`config.mk`:
```
export PLATFORM = sky130hd
export DESIGN_NAME = program_counter_call_stack_unit_top
export DESIGN_NICKNAME = d
export VERILOG_FILES = /design/src/pcs_pkg.sv /design/src/program_counter_call_stack_unit_top.sv
export SDC_FILE = /design/constraint.sdc
export NUM_CORES = 1
export LEC_CHECK = 0
export ABC_AREA = 1
export BUFFER_PORTS_ARGS = -buffer_cell sky130_fd_sc_hd__buf_2
export CORE_MARGIN = 1.5
export CORE_UTILIZATION = 56
export CTS_BUF_LIST = sky130_fd_sc_hd__clkbuf_16
export DETAILED_ROUTE_END_ITERATION = 16
export GPL_ROUTABILITY_DRIVEN = 1
export PLACE_DENSITY_LB_ADDON = 0.15
export SETUP_SLACK_MARGIN = 0.3
export SKIP_CTS_REPAIR_TIMING = 1
export SYNTH_ARGS = -nofsm -noshare
export SYNTH_HDL_FRONTEND = slang
export SYNTH_SLANG_ARGS = --single-unit
```
`constraint.sdc`:
```
create_clock -name aclk -period 3 [get_ports aclk]
set_input_delay 0.15 -clock aclk [delete_from_list [all_inputs] [get_ports aclk]]
set_output_delay 0.15 -clock aclk [all_outputs]
set_load 0.02 [all_outputs]
```
`src/pcs_pkg.sv`:
```
// shared constants, operation codes and types of the program counter and call stack unit
package pcs_pkg;

    localparam int ADDR_W      = 16;
    localparam int STACK_DEPTH = 16;
    localparam int PTR_W       = (STACK_DEPTH > 1) ? $clog2(STACK_DEPTH) : 1;
    localparam int LEVEL_W     = 4;
    localparam int OP_W        = 3;
    localparam int STEP_W      = 16;
    localparam int BYTE_W      = 8;

    localparam logic [PTR_W-1:0]  PTR_LAST     = PTR_W'(STACK_DEPTH - 1);
    localparam logic [BYTE_W-1:0] OPC_LONG     = 8'h01;
    localparam logic [BYTE_W-1:0] OPC_FX_FIRST = 8'hF0;
    localparam logic [BYTE_W-1:0] OPC_FX_LAST  = 8'hF3;
    localparam logic [ADDR_W-1:0] INC_SHORT    = ADDR_W'(2);
    localparam logic [ADDR_W-1:0] INC_LONG     = ADDR_W'(4);

    typedef enum logic [OP_W-1:0] {
        OP_CALL   = 3'd0,
        OP_RETURN = 3'd1,
        OP_SKIP   = 3'd2,
        OP_JUMP   = 3'd3,
        OP_STEP   = 3'd4
    } op_t;

    typedef logic [ADDR_W-1:0] addr_t;
    typedef logic [PTR_W-1:0]  ptr_t;

endpackage

```
`src/program_counter_call_stack_unit_top.sv`:
```
// program counter and return-address stack, one control transaction per cycle unless stalled
// pipeline: an accepted transaction is registered into the update stage (stack read at accept),
//   then into the output register, which holds the result until it is taken
// throughput: one transaction per cycle unless m_ready stalls the output; the stack read
//   issued at accept and the call write-back from the update stage share the cycle on
//   separate ports, a same-entry overlap is forwarded
// reset: aresetn synchronous active low; counter, stack pointer, pipeline valids and the
//   per-entry valid bits of the stack clear at once, an unwritten stack entry reads as zero
module program_counter_call_stack_unit_top (
    input  logic                        aclk,
    input  logic                        aresetn,
    input  logic                        s_valid,
    output logic                        s_ready,
    input  logic [pcs_pkg::OP_W-1:0]    s_operation,
    input  logic [pcs_pkg::ADDR_W-1:0]  s_target_address,
    input  logic signed [pcs_pkg::STEP_W-1:0] s_step_amount,
    input  logic [pcs_pkg::BYTE_W-1:0]  s_next_opcode_byte,
    input  logic [pcs_pkg::BYTE_W-1:0]  s_next_operand_byte,
    output logic                        m_valid,
    input  logic                        m_ready,
    output logic [pcs_pkg::ADDR_W-1:0]  m_program_counter,
    output logic                        m_loop_flag,
    output logic [pcs_pkg::LEVEL_W-1:0] m_stack_level
);
    import pcs_pkg::*;

    // architectural state: counter and stack pointer
    addr_t pc_reg;
    ptr_t  sp_reg, sp_next;

    // return stack memory plus per-entry valid bits (reset value of an entry is zero)
    addr_t                  stack_mem [STACK_DEPTH];
    logic [STACK_DEPTH-1:0] vld_reg;
    addr_t                  rd_mem_reg;

    // read-side bypass captured at accept time
    logic  rd_fwd_reg;
    logic  rd_zero_reg;
    addr_t fwd_data_reg;

    // update stage registers
    logic  b_valid_reg;
    op_t   b_op_reg;
    addr_t b_target_reg;
    addr_t b_step_m2_reg;
    logic  b_step_zero_reg;
    logic  b_skip_long_reg;
    ptr_t  b_sp_reg;
    ptr_t  b_wr_addr_reg;

    // output register
    logic  m_valid_reg;
    addr_t m_pc_reg;
    logic  m_flag_reg;
    ptr_t  m_sp_reg;

    // stage A combinational
    op_t   op_in;
    logic  s_accept;
    ptr_t  sp_inc, sp_dec;
    addr_t step_m2;
    logic  skip_long;
    logic  b_advance;

    // stage B combinational
    logic  wr_en;
    addr_t ret_data;
    addr_t addend;
    addr_t pc_sum;
    addr_t pc_m2;
    addr_t pc_res;
    logic  flag_res;

    logic [PTR_W+LEVEL_W-1:0] level_ext;

    // handshake: the update stage drains into the output register when it is free or taken
    assign b_advance = b_valid_reg && (!m_valid_reg || m_ready);
    assign s_ready   = !b_valid_reg || b_advance;
    assign s_accept  = s_valid && s_ready;

    assign op_in  = op_t'(s_operation);
    assign sp_inc = (sp_reg == PTR_LAST) ? '0 : sp_reg + ptr_t'(1);
    assign sp_dec = (sp_reg == '0) ? PTR_LAST : sp_reg - ptr_t'(1);

    // step operation adds (step - 2); the signed step is sign-extended to the address width
    assign step_m2 = addr_t'(s_step_amount) - INC_SHORT;

    // skip distance decode: long skip over a 4-byte instruction
    always_comb begin
        if (s_next_opcode_byte == OPC_LONG) begin
            skip_long = 1'b1;
        end else if (s_next_opcode_byte >= OPC_FX_FIRST && s_next_opcode_byte <= OPC_FX_LAST) begin
            skip_long = (s_next_operand_byte == '0);
        end else begin
            skip_long = 1'b0;
        end
    end

    always_comb begin
        unique case (op_in)
            OP_CALL:   sp_next = sp_inc;
            OP_RETURN: sp_next = sp_dec;
            default:   sp_next = sp_reg;
        endcase
    end

    // call writes the counter that stands before the call back into the stack
    assign wr_en = b_advance && (b_op_reg == OP_CALL);

    // stack memory: one write port from the update stage, one registered read at accept
    always_ff @(posedge aclk) begin
        if (wr_en) begin
            stack_mem[b_wr_addr_reg] <= pc_reg;
        end
        if (s_accept) begin
            rd_mem_reg <= stack_mem[sp_dec];
        end
    end

    // stage A: capture the transaction, stack pointer moves right away
    always_ff @(posedge aclk) begin
        if (!aresetn) begin
            sp_reg      <= '0;
            b_valid_reg <= 1'b0;
            vld_reg     <= '0;
        end else begin
            if (wr_en) begin
                vld_reg[b_wr_addr_reg] <= 1'b1;
            end
            if (s_accept) begin
                sp_reg      <= sp_next;
                b_valid_reg <= 1'b1;
            end else if (b_advance) begin
                b_valid_reg <= 1'b0;
            end
        end
    end

    always_ff @(posedge aclk) begin
        if (s_accept) begin
            b_op_reg        <= op_in;
            b_target_reg    <= s_target_address;
            b_step_m2_reg   <= step_m2;
            b_step_zero_reg <= (s_step_amount == '0);
            b_skip_long_reg <= skip_long;
            b_sp_reg        <= sp_next;
            b_wr_addr_reg   <= sp_reg;
            // a call finishing this cycle may write the entry being read
            rd_fwd_reg      <= wr_en && (b_wr_addr_reg == sp_dec);
            rd_zero_reg     <= !vld_reg[sp_dec];
            fwd_data_reg    <= pc_reg;
        end
    end

    // stage B: one add for skip and step, one subtract for the self-jump check
    always_comb begin
        if (rd_fwd_reg) begin
            ret_data = fwd_data_reg;
        end else if (rd_zero_reg) begin
            ret_data = '0;
        end else begin
            ret_data = rd_mem_reg;
        end
    end

    assign addend = (b_op_reg == OP_SKIP) ? (b_skip_long_reg ? INC_LONG : INC_SHORT)
                                          : b_step_m2_reg;
    assign pc_sum = pc_reg + addend;
    assign pc_m2  = pc_reg - INC_SHORT;

    always_comb begin
        pc_res   = pc_reg;
        flag_res = 1'b0;
        unique case (b_op_reg)
            OP_CALL: begin
                pc_res = b_target_reg;
            end
            OP_RETURN: begin
                pc_res = ret_data;
            end
            OP_SKIP: begin
                pc_res = pc_sum;
            end
            OP_JUMP: begin
                if (pc_m2 == b_target_reg) begin
                    flag_res = 1'b1;
                end else begin
                    pc_res = b_target_reg;
                end
            end
            OP_STEP: begin
                if (b_step_zero_reg) begin
                    flag_res = 1'b1;
                end else begin
                    pc_res = pc_sum;
                end
            end
            default: begin
                pc_res   = pc_reg;
                flag_res = 1'b0;
            end
        endcase
    end

    // counter commit and output register
    always_ff @(posedge aclk) begin
        if (!aresetn) begin
            pc_reg      <= '0;
            m_valid_reg <= 1'b0;
        end else begin
            if (b_advance) begin
                pc_reg      <= pc_res;
                m_valid_reg <= 1'b1;
            end else if (m_ready) begin
                m_valid_reg <= 1'b0;
            end
        end
    end

    always_ff @(posedge aclk) begin
        if (b_advance) begin
            m_pc_reg   <= pc_res;
            m_flag_reg <= flag_res;
            m_sp_reg   <= b_sp_reg;
        end
    end

    assign level_ext         = {{LEVEL_W{1'b0}}, m_sp_reg};
    assign m_valid           = m_valid_reg;
    assign m_program_counter = m_pc_reg;
    assign m_loop_flag       = m_flag_reg;
    assign m_stack_level     = level_ext[LEVEL_W-1:0];

`ifndef SYNTHESIS
    // a call never reports a self-loop
    a_call_no_flag: assert property (@(posedge aclk) disable iff (!aresetn)
        b_advance && (b_op_reg == OP_CALL) |=> m_valid_reg && !m_flag_reg)
        else $error("call produced a loop flag");

    // a flagged result leaves the counter where it was
    a_flag_holds_pc: assert property (@(posedge aclk) disable iff (!aresetn)
        b_advance && flag_res |=> pc_reg == $past(pc_reg))
        else $error("loop flag with a moved counter");

    // forwarded read data only arises from a call write-back in the same cycle
    a_fwd_source: assert property (@(posedge aclk) disable iff (!aresetn)
        s_accept && !wr_en |=> !rd_fwd_reg)
        else $error("forward without a write");
`endif

endmodule
```
==> results of run 1 <==
## metal layers
layer	up-vias	global-route usage, %	share of wire, %
met3	75	3.870	7.9
li1	6042	-	-
met4	0	7.900	2.2
met2	574	41.85	47
met1	6225	39.88	43
met5	-	0	0
## worst register-to-register path, delay by kind of cell, from the launching register on
family | cells | cell delay, ps
XOR/XNOR | 1 | 150
adder cells (fa/ha/maj) | 1 | 420
buffers and inverters | 4 | 370
AND/OR/NAND/NOR | 11 | 1090
AO/OA/AOI/OAI | 1 | 50
flip-flops | 1 | 400
## report_power, final
group          switching [mW]  total (mW)  leakage [nW]  internal, mW
Clock                    2.11        5.44         0.722          3.33
Combinational            1.30        2.00          3.81         0.701
Sequential              0.110        6.32          3.58          6.21
## cell families (layout without fill, tap and decap cells)
family | after synthesis | count (layout) | share of synthesized area, %
DFF | 394 | 394 | 65.62
AOI/OAI and AO/OA | 324 | 324 | 11.41
buffers and inverters | 220 | 438 | 4.861
and+or+nand+nor | 612 | 612 | 14.88
adders and majority gates | 20 | 20 | 1.477
xor gates and xnor gates | 35 | 35 | 1.757
## stage by stage
stage / cells / power, mW / setup WS [ps]
final: 2219 / 13.76 / 264.5
after global routing: 2219 / 14.23 / 89.50
after CTS: 2168 / 13.61 / 54.10
after detailed placement: 2093 / 8.207 / 67.53
after global placement: 2093 / 8.179 / 104.4
after floorplan: 1605 / 7.536 / 271.8
## path summary, 6_finish.rpt
kind,from,end,depth (start not counted)
max,b_op_reg[2]$_DFFE_PP_,m_program_counter[12]$_DFFE_PP_,18
max reg2reg,b_op_reg[2]$_DFFE_PP_,m_program_counter[12]$_DFFE_PP_,18
min,aresetn,sp_reg[2]$_SDFFE_PN0P_,3
min reg2reg,b_sp_reg[3]$_DFFE_PP_,m_stack_level[3]$_DFFE_PP_,0
## cell usage in the layout, fill, tap and decap left out, types with 5 or more instances in the layout
cell type	n
nor3_1	10
a31oi_1	9
clkinvlp_4	5
nor2_4	5
o21ai_1	8
nor2_2	20
a21oi_1	37
buf_4	82
bufinv_16	9
nor2_1	201
xnor2_1	10
clkinv_2	8
nand2_2	20
o211ai_1	15
clkbuf_16	43
inv_1	136
clkinv_1	8
ha_4	14
o22ai_1	26
nand2_4	5
dlygate4sd3_1	36
nand2_1	240
o21ai_0	135
edfxtp_1	356
a22oi_1	9
dfxtp_2	5
buf_2	77
nand4_1	10
buf_12	10
a21oi_2	11
xor2_1	23
nand3_2	9
dfxtp_1	33
o221ai_1	40
inv_2	13
nand3_1	81
## cell type report
type | count | share of cell area, %
tap | 396 | 2.330
timing repair buffer | 211 | 7.743
multi-input combinational | 991 | 26.46
clock buffer | 42 | 4.942
inverter | 152 | 2.736
sequential | 394 | 53.87
clock inverter | 33 | 1.918
==> qor.txt, run 1 <==
Lkg Pwr -> 8.112 nW
Total core area -> 30670 um^2
Area delta synth->final -> 21.86%
Post-synth EDFFs -> 356
Ys async rst share -> 0%
Max Cap Viol -> 0
Post-synth top area cell -> edfxtp_1
Worst endpoint data arrival time -> 3030 ps
Worst-path fanout max -> 7
Worst path bufs/invs -> 4
Placer Congestion -> 0.9185
Synth top cells by count -> edfxtp_1, nand2_1, nor2_1, inv_1, o21ai_0
Multi-input logic area -> 5627 um^2
Sequential fraction of the synthesis area -> 65.62%
HP Class -> input port to flip-flop
I/O Buffers -> 77
DRT Wirelength -> 45.01 mm
CTS root buf -> clkbuf_16
#FFs+latches synth -> 394
Antenna-violating nets left -> 0
GR Overflow Total -> 0
Worst-Margin Slew -> 781.3 ps
Die Y -> 179.5 um
Top reg by flops -> stack_mem
DRC Markers -> 0
CTS tree -> built
Setup Viol. Count Final -> 0
Synth Instances -> 1605
Initial antenna violation count -> 0
WL/cell -> 20.28 um
N_diodes -> 0
Initial core utilization -> 56.90%
Die ar. -> 32230 um^2
Tcrit/Tclk final -> 91.18%
Global Route Usage Sum -> 26.96%
Clock latency on the worst-skew pair -> 550 ps
Pre-antenna DRT Iters -> 6
Clock Skew -> 21.19 ps
Vias per cell -> 5.821
Nets -> 1867
Global-route wire length before repair -> 67.18 mm
Synth Net Count -> 1680
Design area -> 21270 um^2
Clock Path Buffers -> 3
Max reg flops -> 256
Unrepaired setup endpoints after global routing -> yes
Syn avg cell area -> 10.87 um^2
H-tree depth -> 2
Slew margin rel. -> 47.77%
Yosys warns -> 0
Family with the most delay on the worst path -> simple AND/OR/NAND/NOR gates
Vias -> 12920
Vias in the first global route -> 11970
Mapped Area -> 17450 um^2
Cell Pwr Density -> 646.9 nW/um^2
Storage element area -> 11460 um^2
Worst path cell trace -> inv_2 -> nand3_4 -> inv_4 -> nand2_4 -> o21ai_2 -> inv_2 -> fa_2 -> nand3_2 -> nand3_4 -> nand4_1 -> nand2_2 -> nand2_2 -> nand2_2 -> xor2_2 -> nand2_1 -> nand3_2 -> nor2_2 -> inv_1
Post-synthesis cell type count -> 50
Synth top area cells -> edfxtp_1, nand2_1, nor2_1
Worst Setup Start Kind -> flip-flop
Tmin final -> 2736 ps
Pin count of the biggest net entering global routing -> 71
Die Wd -> 179.5 um
CTS Sinks -> 394
Worst EP required -> 3290 ps
Peak supply drop -> 0.5280 mV
Final hold viol count -> 0
Slowest CP cell -> fa_2
Setup CP Type -> flip-flop to flip-flop
Flop2flop setup slack -> 260 ps
Fmax -> 0.3656 GHz
Status -> complete, no violations
Crit. End Element -> flip-flop
Layout cells sized above 1 -> 20.41%
Cell Area, Placed -> 18860 um^2
Max stage delay on crit path -> 420 ps
Top FF cell, synth -> edfxtp_1
Most frequent cell on the critical path -> nand2_2
Most frequent cell after synthesis -> edfxtp_1
Num ports -> 78
Clock Pin Slew Worst Setup and Hold Paths -> 60 ps
# fillers -> 2243
Rows -> 64
Initial DRC Count -> 1275
Count of pins over their slew limit -> 0
DP HPWL -> 28.05 mm
Cts bufs inserted -> 42
Setup Total Neg Slack -> 0 ps
Fin util -> 69.34%
Hold slack final -> 23.74 ps
Yosys top cell area share -> 61.26%
Power figures use the tool's default switching activity.
==> inputs of run 2 (changes only) <==
--- a/config.mk
+++ b/config.mk
@@ -12,6 +12,7 @@
 export CTS_BUF_LIST = sky130_fd_sc_hd__clkbuf_16
 export DETAILED_ROUTE_END_ITERATION = 16
 export GPL_ROUTABILITY_DRIVEN = 1
+export GPL_TIMING_DRIVEN = 0
 export PLACE_DENSITY_LB_ADDON = 0.15
 export SETUP_SLACK_MARGIN = 0.3
 export SKIP_CTS_REPAIR_TIMING = 1
==> run 2 against run 1 <==
Effect of this change: first-iteration DRC count up 64%; maximum frequency down 7.0%; register-to-register slack worse by 200 ps; sequential power up 0.9%; combinational power up 3%; clock power down 5.9%; critical path depth down 7; sequential share of layout area down 0.51 points.
==> qor.txt, run 2 (synthesized netlist as in run 1, its figures left out) <==
Setup Viol. Count Final -> 0 (unchanged)
Count of pins over their slew limit -> 0 (unchanged)
Worst endpoint data arrival time -> 3180 ps (was 3030 ps)
Antenna-violating nets left -> 0 (unchanged)
Family with the most delay on the worst path -> simple AND/OR/NAND/NOR gates (unchanged)
Placer Congestion -> 0.9510 (was 0.9185)
Rows -> 64 (unchanged)
Tcrit/Tclk final -> 98.01% (was 91.18%)
Most common cell after layout, fill and taps aside -> edfxtp_1 (unchanged)
DP HPWL -> 33.74 mm (was 28.05 mm)
Worst-Margin Slew -> 878.8 ps (was 781.3 ps)
Clock latency on the worst-skew pair -> 550 ps (about the same)
Slew margin rel. -> 39.90% (was 47.77%)
H-tree depth -> 2 (unchanged)
Pre-antenna DRT Iters -> 6 (unchanged)
# fillers -> 2144 (was 2243)
Total core area -> 30670 um^2 (unchanged)
Tmin final -> 2940 ps (was 2736 ps)
WHS Path Cells -> 3 (unchanged)
Clock Path Buffers -> 3 (unchanged)
R2R depth -> 11 (was 18)
Max Cap Viol -> 0 (unchanged)
Nets -> 1903 (was 1867)
Worst-path fanout max -> 13 (was 7)
Lkg Pwr -> 8.158 nW (was 8.112 nW)
Cts bufs inserted -> 42 (unchanged)
Global-route wire length before repair -> 74.33 mm (was 67.18 mm)
Initial core utilization -> 56.90% (unchanged)
CTS root buf -> clkbuf_16 (unchanged)
Most frequent cells in the layout -> edfxtp_1, nand2_1, nor2_1 (unchanged)
Worst EP required -> 3240 ps (was 3290 ps)
Initial antenna violation count -> 0 (unchanged)
Slowest CP cell -> edfxtp_1 (was fa_2)
Setup Total Neg Slack -> 0 ps (unchanged)
DP Cell Count -> 2095 (was 2093)
Final WS setup -> 59.67 ps (was 264.5 ps)
Worst path bufs/invs -> 6 (was 4)
Flop2flop setup slack -> 60 ps (was 260 ps)
Fin util -> 70.25% (was 69.34%)
Clock Skew -> 16.03 ps (was 21.19 ps)
Layout cells sized above 1 -> 21.56% (was 20.41%)
I/O Buffers -> 77 (unchanged)
Peak supply drop -> 0.4652 mV (was 0.5280 mV)
Fin cells -> 2256 (was 2219)
Clock Pin Slew Worst Setup and Hold Paths -> 60 ps (about the same)
Num ports -> 78 (unchanged)
Area delta synth->final -> 23.46% (was 21.86%)
CTS Sinks -> 394 (unchanged)
Worst path cell trace -> inv_4 -> buf_4 -> nand2_1 -> nor2_1 -> inv_2 -> nor2_4 -> inv_1 -> nor3_1 -> inv_1 -> nor2_4 -> buf_8 (was inv_2 -> nand3_4 -> inv_4 -> nand2_4 -> o21ai_2 -> inv_2 -> fa_2 -> nand3_2 -> nand3_4 -> nand4_1 -> nand2_2 -> nand2_2 -> nand2_2 -> xor2_2 -> nand2_1 -> nand3_2 -> nor2_2 -> inv_1)
Initial DRC Count -> 2094 (was 1275)
Max reg flops -> 256 (unchanged)
HP Class -> input port to flip-flop (unchanged)
Die Y -> 179.5 um (unchanged)
Setup CP Type -> flip-flop to flip-flop (unchanged)
Top reg by flops -> stack_mem (unchanged)
GR Overflow Total -> 0 (unchanged)
Pin count of the biggest net entering global routing -> 35 (was 71)
WL/cell -> 23.58 um (was 20.28 um)
Die ar. -> 32230 um^2 (unchanged)
Unrepaired setup endpoints after global routing -> yes (unchanged)
Cell Pwr Density -> 629.0 nW/um^2 (was 646.9 nW/um^2)
WP depth -> 11 (was 18)
Die Wd -> 179.5 um (unchanged)
Vias per cell -> 6.146 (was 5.821)
N_diodes -> 0 (unchanged)
Global Route Usage Sum -> 30.58% (was 26.96%)
Max stage delay on crit path -> 460 ps (was 420 ps)
DRC Markers -> 0 (unchanged)
Worst Setup Start Kind -> flip-flop (unchanged)
Vias in the first global route -> 12580 (was 11970)
DRT Wirelength -> 53.20 mm (was 45.01 mm)
Vias -> 13870 (was 12920)
Fmax -> 0.3401 GHz (was 0.3656 GHz)
Place WS -> -438.1 ps (was 67.53 ps)
CTS tree -> built (unchanged)
Crit. End Element -> flip-flop (unchanged)
Final hold viol count -> 0 (unchanged)
Status -> complete, no violations (unchanged)
Power Total -> 13.55 mW (was 13.76 mW)
==> run 2: cell types whose count changed in the layout (fill, tap and decap cells not counted), moves of 7 or more <==
cell,previous run,this run
clkbuf_2,0,31
buf_4,82,42
clkbuf_1,0,22
dfxtp_1,33,21
buf_8,1,14
nor2_4,5,23
clkbuf_4,0,7
dfxtp_4,0,10
nor2_1,201,191
nor2_2,20,12
==> run 2: per-stage QoR <==
step / hold WS, ps / instance area, um^2
after floorplan: 248.9 / 17470
after global placement: 327.0 / 18350
after detailed placement: 328.1 / 18680
after CTS: -233.4 / 20040
after global routing: 20.09 / 21550
final: 17.16 / 21550
==> run 2: power by group <==
part           leakage, nW  switching [mW]  internal, mW  total, mW
clock network        0.693            2.16          2.96       5.12
registers             3.58           0.170          6.21       6.38
logic                 3.88            1.39         0.665       2.06
==> run 2: layer usage <==
layer	up-vias	part of all wire (%)	GRT usage (%)
met5	-	0	0
met2	896	46	45.71
met3	121	11	5.470
li1	6133	-	-
met4	0	3.3	11.80
met1	6715	40	44.90
==> run 2: cell type report <==
cell class | count | area (um^2) | area share (%)
plain buffers | 68 | 354.1 | 1.643
clock buffers | 43 | 1076 | 4.994
clock inverters | 33 | 281.5 | 1.307
inverters | 152 | 596.8 | 2.770
multi-input cells | 992 | 5736 | 26.62
flip-flops and latches | 394 | 11500 | 53.36
well taps | 396 | 495.5 | 2.300
repair buffers | 178 | 1509 | 7.003
==> run 2: worst register-to-register path, stage by stage (launching register included) <==
cell	delay (ps)
edfxtp_1	460
inv_4	110
buf_4	170
nand2_1	110
nor2_1	310
inv_2	210
nor2_4	230
inv_1	90
nor3_1	170
inv_1	240
nor2_4	310
buf_8	230
==> run 2: final timing paths <==
path / endpoint / start
worst max-delay path: stack_mem[3][14]$_DFFE_PP_ / b_op_reg[0]$_DFFE_PP_
worst max register to register: stack_mem[3][14]$_DFFE_PP_ / b_op_reg[0]$_DFFE_PP_
worst min register to register: m_stack_level[0]$_DFFE_PP_ / b_sp_reg[0]$_DFFE_PP_
worst min-delay path: b_step_m2_reg[10]$_DFFE_PP_ / s_step_amount[10]
==> inputs of run 3 (changes only) <==
--- a/config.mk
+++ b/config.mk
@@ -8,7 +8,7 @@
 export ABC_AREA = 1
 export BUFFER_PORTS_ARGS = -buffer_cell sky130_fd_sc_hd__buf_2
 export CORE_MARGIN = 1.5
-export CORE_UTILIZATION = 56
+export CORE_UTILIZATION = 40
 export CTS_BUF_LIST = sky130_fd_sc_hd__clkbuf_16
 export DETAILED_ROUTE_END_ITERATION = 16
 export GPL_ROUTABILITY_DRIVEN = 1
@@ -19,3 +19,4 @@
 export SYNTH_ARGS = -nofsm -noshare
 export SYNTH_HDL_FRONTEND = slang
 export SYNTH_SLANG_ARGS = --single-unit
+export TNS_END_PERCENT = 30
==> run 3 against run 2 <==
Effect of this change: the run now ends with hold timing left; register-to-register slack better by 20 ps; critical path depth increased by 7; routed wire length rose by 2.4%; sequential power about the same; total power fell by 0.19%; first-iteration DRC count fell by 30%; non-clock buffer count down 2; final area grew 0.81%; flip-flop and latch count did not move; largest cell class unchanged; via count decreased by 4.0%; final cell count rose by 8.4%.
==> qor.txt, run 3 (synthesized netlist as in run 1, its figures left out) <==
Slew margin rel. -> 40.86% (was 39.90%)
Crit. End Element -> flip-flop (unchanged)
Placer Congestion -> 0.8948 (was 0.9510)
WL/cell -> 22.28 um (was 23.58 um)
Most frequent cells in the layout -> edfxtp_1, nand2_1, nor2_1 (unchanged)
Place WS -> -554.1 ps (was -438.1 ps)
Multi-input logic area -> 5647 um^2 (was 5736 um^2)
Initial core utilization -> 40.51% (was 56.90%)
Power Total -> 13.53 mW (was 13.55 mW)
Setup Viol. Count Final -> 0 (unchanged)
CTS root buf -> clkbuf_16 (unchanged)
Worst-path fanout max -> 5 (was 13)
Total core area -> 43080 um^2 (was 30670 um^2)
Setup Total Neg Slack -> 0 ps (unchanged)
DP Cell Count -> 2279 (was 2095)
Clock Skew -> 23.37 ps (was 16.03 ps)
Reg power frac -> 47.2% (was 47.1%)
H-tree depth -> 2 (unchanged)
Top reg by flops -> stack_mem (unchanged)
Logic pwr share -> 15.0% (was 15.2%)
Hold slack final -> -18.15 ps (was 17.16 ps)
N_diodes -> 0 (unchanged)
Antenna-violating nets left -> 0 (unchanged)
Failing checks -> hold timing
CTS tree -> built (unchanged)
Fin cells -> 2446 (was 2256)
DRT Wirelength -> 54.49 mm (was 53.20 mm)
Peak supply drop -> 0.4061 mV (was 0.4652 mV)
Global-route wire length before repair -> 77.04 mm (was 74.33 mm)
Clock Pin Slew Worst Setup and Hold Paths -> 60 ps (about the same)
Internal -> 9.815 mW (was 9.832 mW)
Initial antenna violation count -> 0 (unchanged)
Worst Setup Start Kind -> flip-flop (unchanged)
Worst endpoint data arrival time -> 3240 ps (was 3180 ps)
Pin count of the biggest net entering global routing -> 46 (was 35)
Nets -> 1902 (was 1903)
GR Overflow Total -> 0 (unchanged)
Lkg Pwr -> 8.145 nW (was 8.158 nW)
HP Class -> input port to flip-flop (unchanged)
# fillers -> 3793 (was 2144)
Num ports -> 78 (unchanged)
Tmin final -> 2921 ps (was 2940 ps)
Final hold viol count -> 3 (was 0)
Clock Path Buffers -> 3 (unchanged)
CTS Sinks -> 394 (unchanged)
Cts bufs inserted -> 43 (was 42)
Final WS setup -> 79.26 ps (was 59.67 ps)
Fmax -> 0.3424 GHz (was 0.3401 GHz)
I/O Buffers -> 77 (unchanged)
Initial DRC Count -> 1472 (was 2094)
Max reg flops -> 256 (unchanged)
Net switching power -> 3.712 mW (was 3.721 mW)
Die Y -> 211.9 um (was 179.5 um)
Max Cap Viol -> 0 (unchanged)
Vias -> 13310 (was 13870)
Tcrit/Tclk final -> 97.36% (was 98.01%)
Clock latency on the worst-skew pair -> 580 ps (was 550 ps)
Status -> finished, violations left (was complete, no violations)
Vias per cell -> 5.440 (was 6.146)
Unrepaired setup endpoints after global routing -> yes (unchanged)
Most common cell after layout, fill and taps aside -> edfxtp_1 (unchanged)
Worst EP required -> 3320 ps (was 3240 ps)
Worst-Margin Slew -> 887.2 ps (was 878.8 ps)
Global Route Usage Sum -> 23.66% (was 30.58%)
Clock network power share -> 37.8% (about the same)
DP HPWL -> 35.21 mm (was 33.74 mm)
Area delta synth->final -> 24.46% (was 23.46%)
DRC Markers -> 0 (unchanged)
Layout cells sized above 1 -> 20.63% (was 21.56%)
Pre-antenna DRT Iters -> 6 (unchanged)
Storage element area -> 11490 um^2 (was 11500 um^2)
Die ar. -> 44890 um^2 (was 32230 um^2)
Die Wd -> 211.9 um (was 179.5 um)
Sw frac -> 27.44% (was 27.46%)
Vias in the first global route -> 12200 (was 12580)
Cell Pwr Density -> 622.8 nW/um^2 (was 629.0 nW/um^2)
Rows -> 76 (was 64)
Count of pins over their slew limit -> 0 (unchanged)
Setup CP Type -> flip-flop to flip-flop (unchanged)
run 3: cell types whose count changed in the layout (fill, tap and decap cells not counted), sizes merged:
| cell | change |
|---|---|
| buf | -6 |
| clkinvlp | -1 |
| clkinv | +8 |
| clkbuf | +4 |
| inv | -4 |
run 3: routing by layer:
layer | wire length (um) | share of wire (%) | global-route usage (%)
met3 | 4048 | 7.4 | 3.649
met2 | 24540 | 45 | 35.32
met4 | 1739 | 3.2 | 9.384
met1 | 24160 | 44 | 34.57
met5 | 0 | 0 | 0
run 3: final timing paths:
path / startpoint / endpoint / slack [ps] / cells past startpoint
max: b_op_reg[0]$_DFFE_PP_ / m_program_counter[12]$_DFFE_PP_ / 80 / 18
min: aresetn / pc_reg[7]$_SDFFE_PN0P_ / -20 / 3
min reg2reg: b_sp_reg[1]$_DFFE_PP_ / m_stack_level[1]$_DFFE_PP_ / 430 / 0
max reg2reg: b_op_reg[0]$_DFFE_PP_ / m_program_counter[12]$_DFFE_PP_ / 80 / 18
run 3: critical path: stages, from the launching register on:
cell	delay (ps)
edfxtp_1	460
inv_4	130
nand3_4	160
buf_8	180
nand2_4	70
inv_4	40
ha_4	150
fa_2	380
nand3_2	100
nand3_4	90
nand4_1	150
nand2_2	110
nand2_2	80
nand2_2	60
xor2_2	160
nand2_1	90
nand3_2	80
nor2_4	120
inv_1	40
run 3: final cells by class:
type	instances	area share, %
sequential	394	52.90
multi-input combinational	992	26.00
timing repair buffer	176	7.143
clock buffer	43	4.954
tap	585	3.370
inverter	152	2.736
buffer	68	1.607
clock inverter	36	1.290
run 3: power groups by stage:
stage               clock [mW]  sequential, mW  combinational, mW
floorplan                    0            6.45               1.09
global placement             0            6.51               1.74
detailed placement           0            6.51               1.77
CTS                       5.20            6.39               1.78
global route              5.38            6.40               2.20
finish                    5.12            6.38               2.03
run 3: stage by stage:
step	util (%)	area [um^2]
after floorplan	-	17470
after global placement	43.15	18590
after detailed placement	43.80	18870
after CTS	46.95	20230
after global routing	50.42	21720
final	50.42	21720
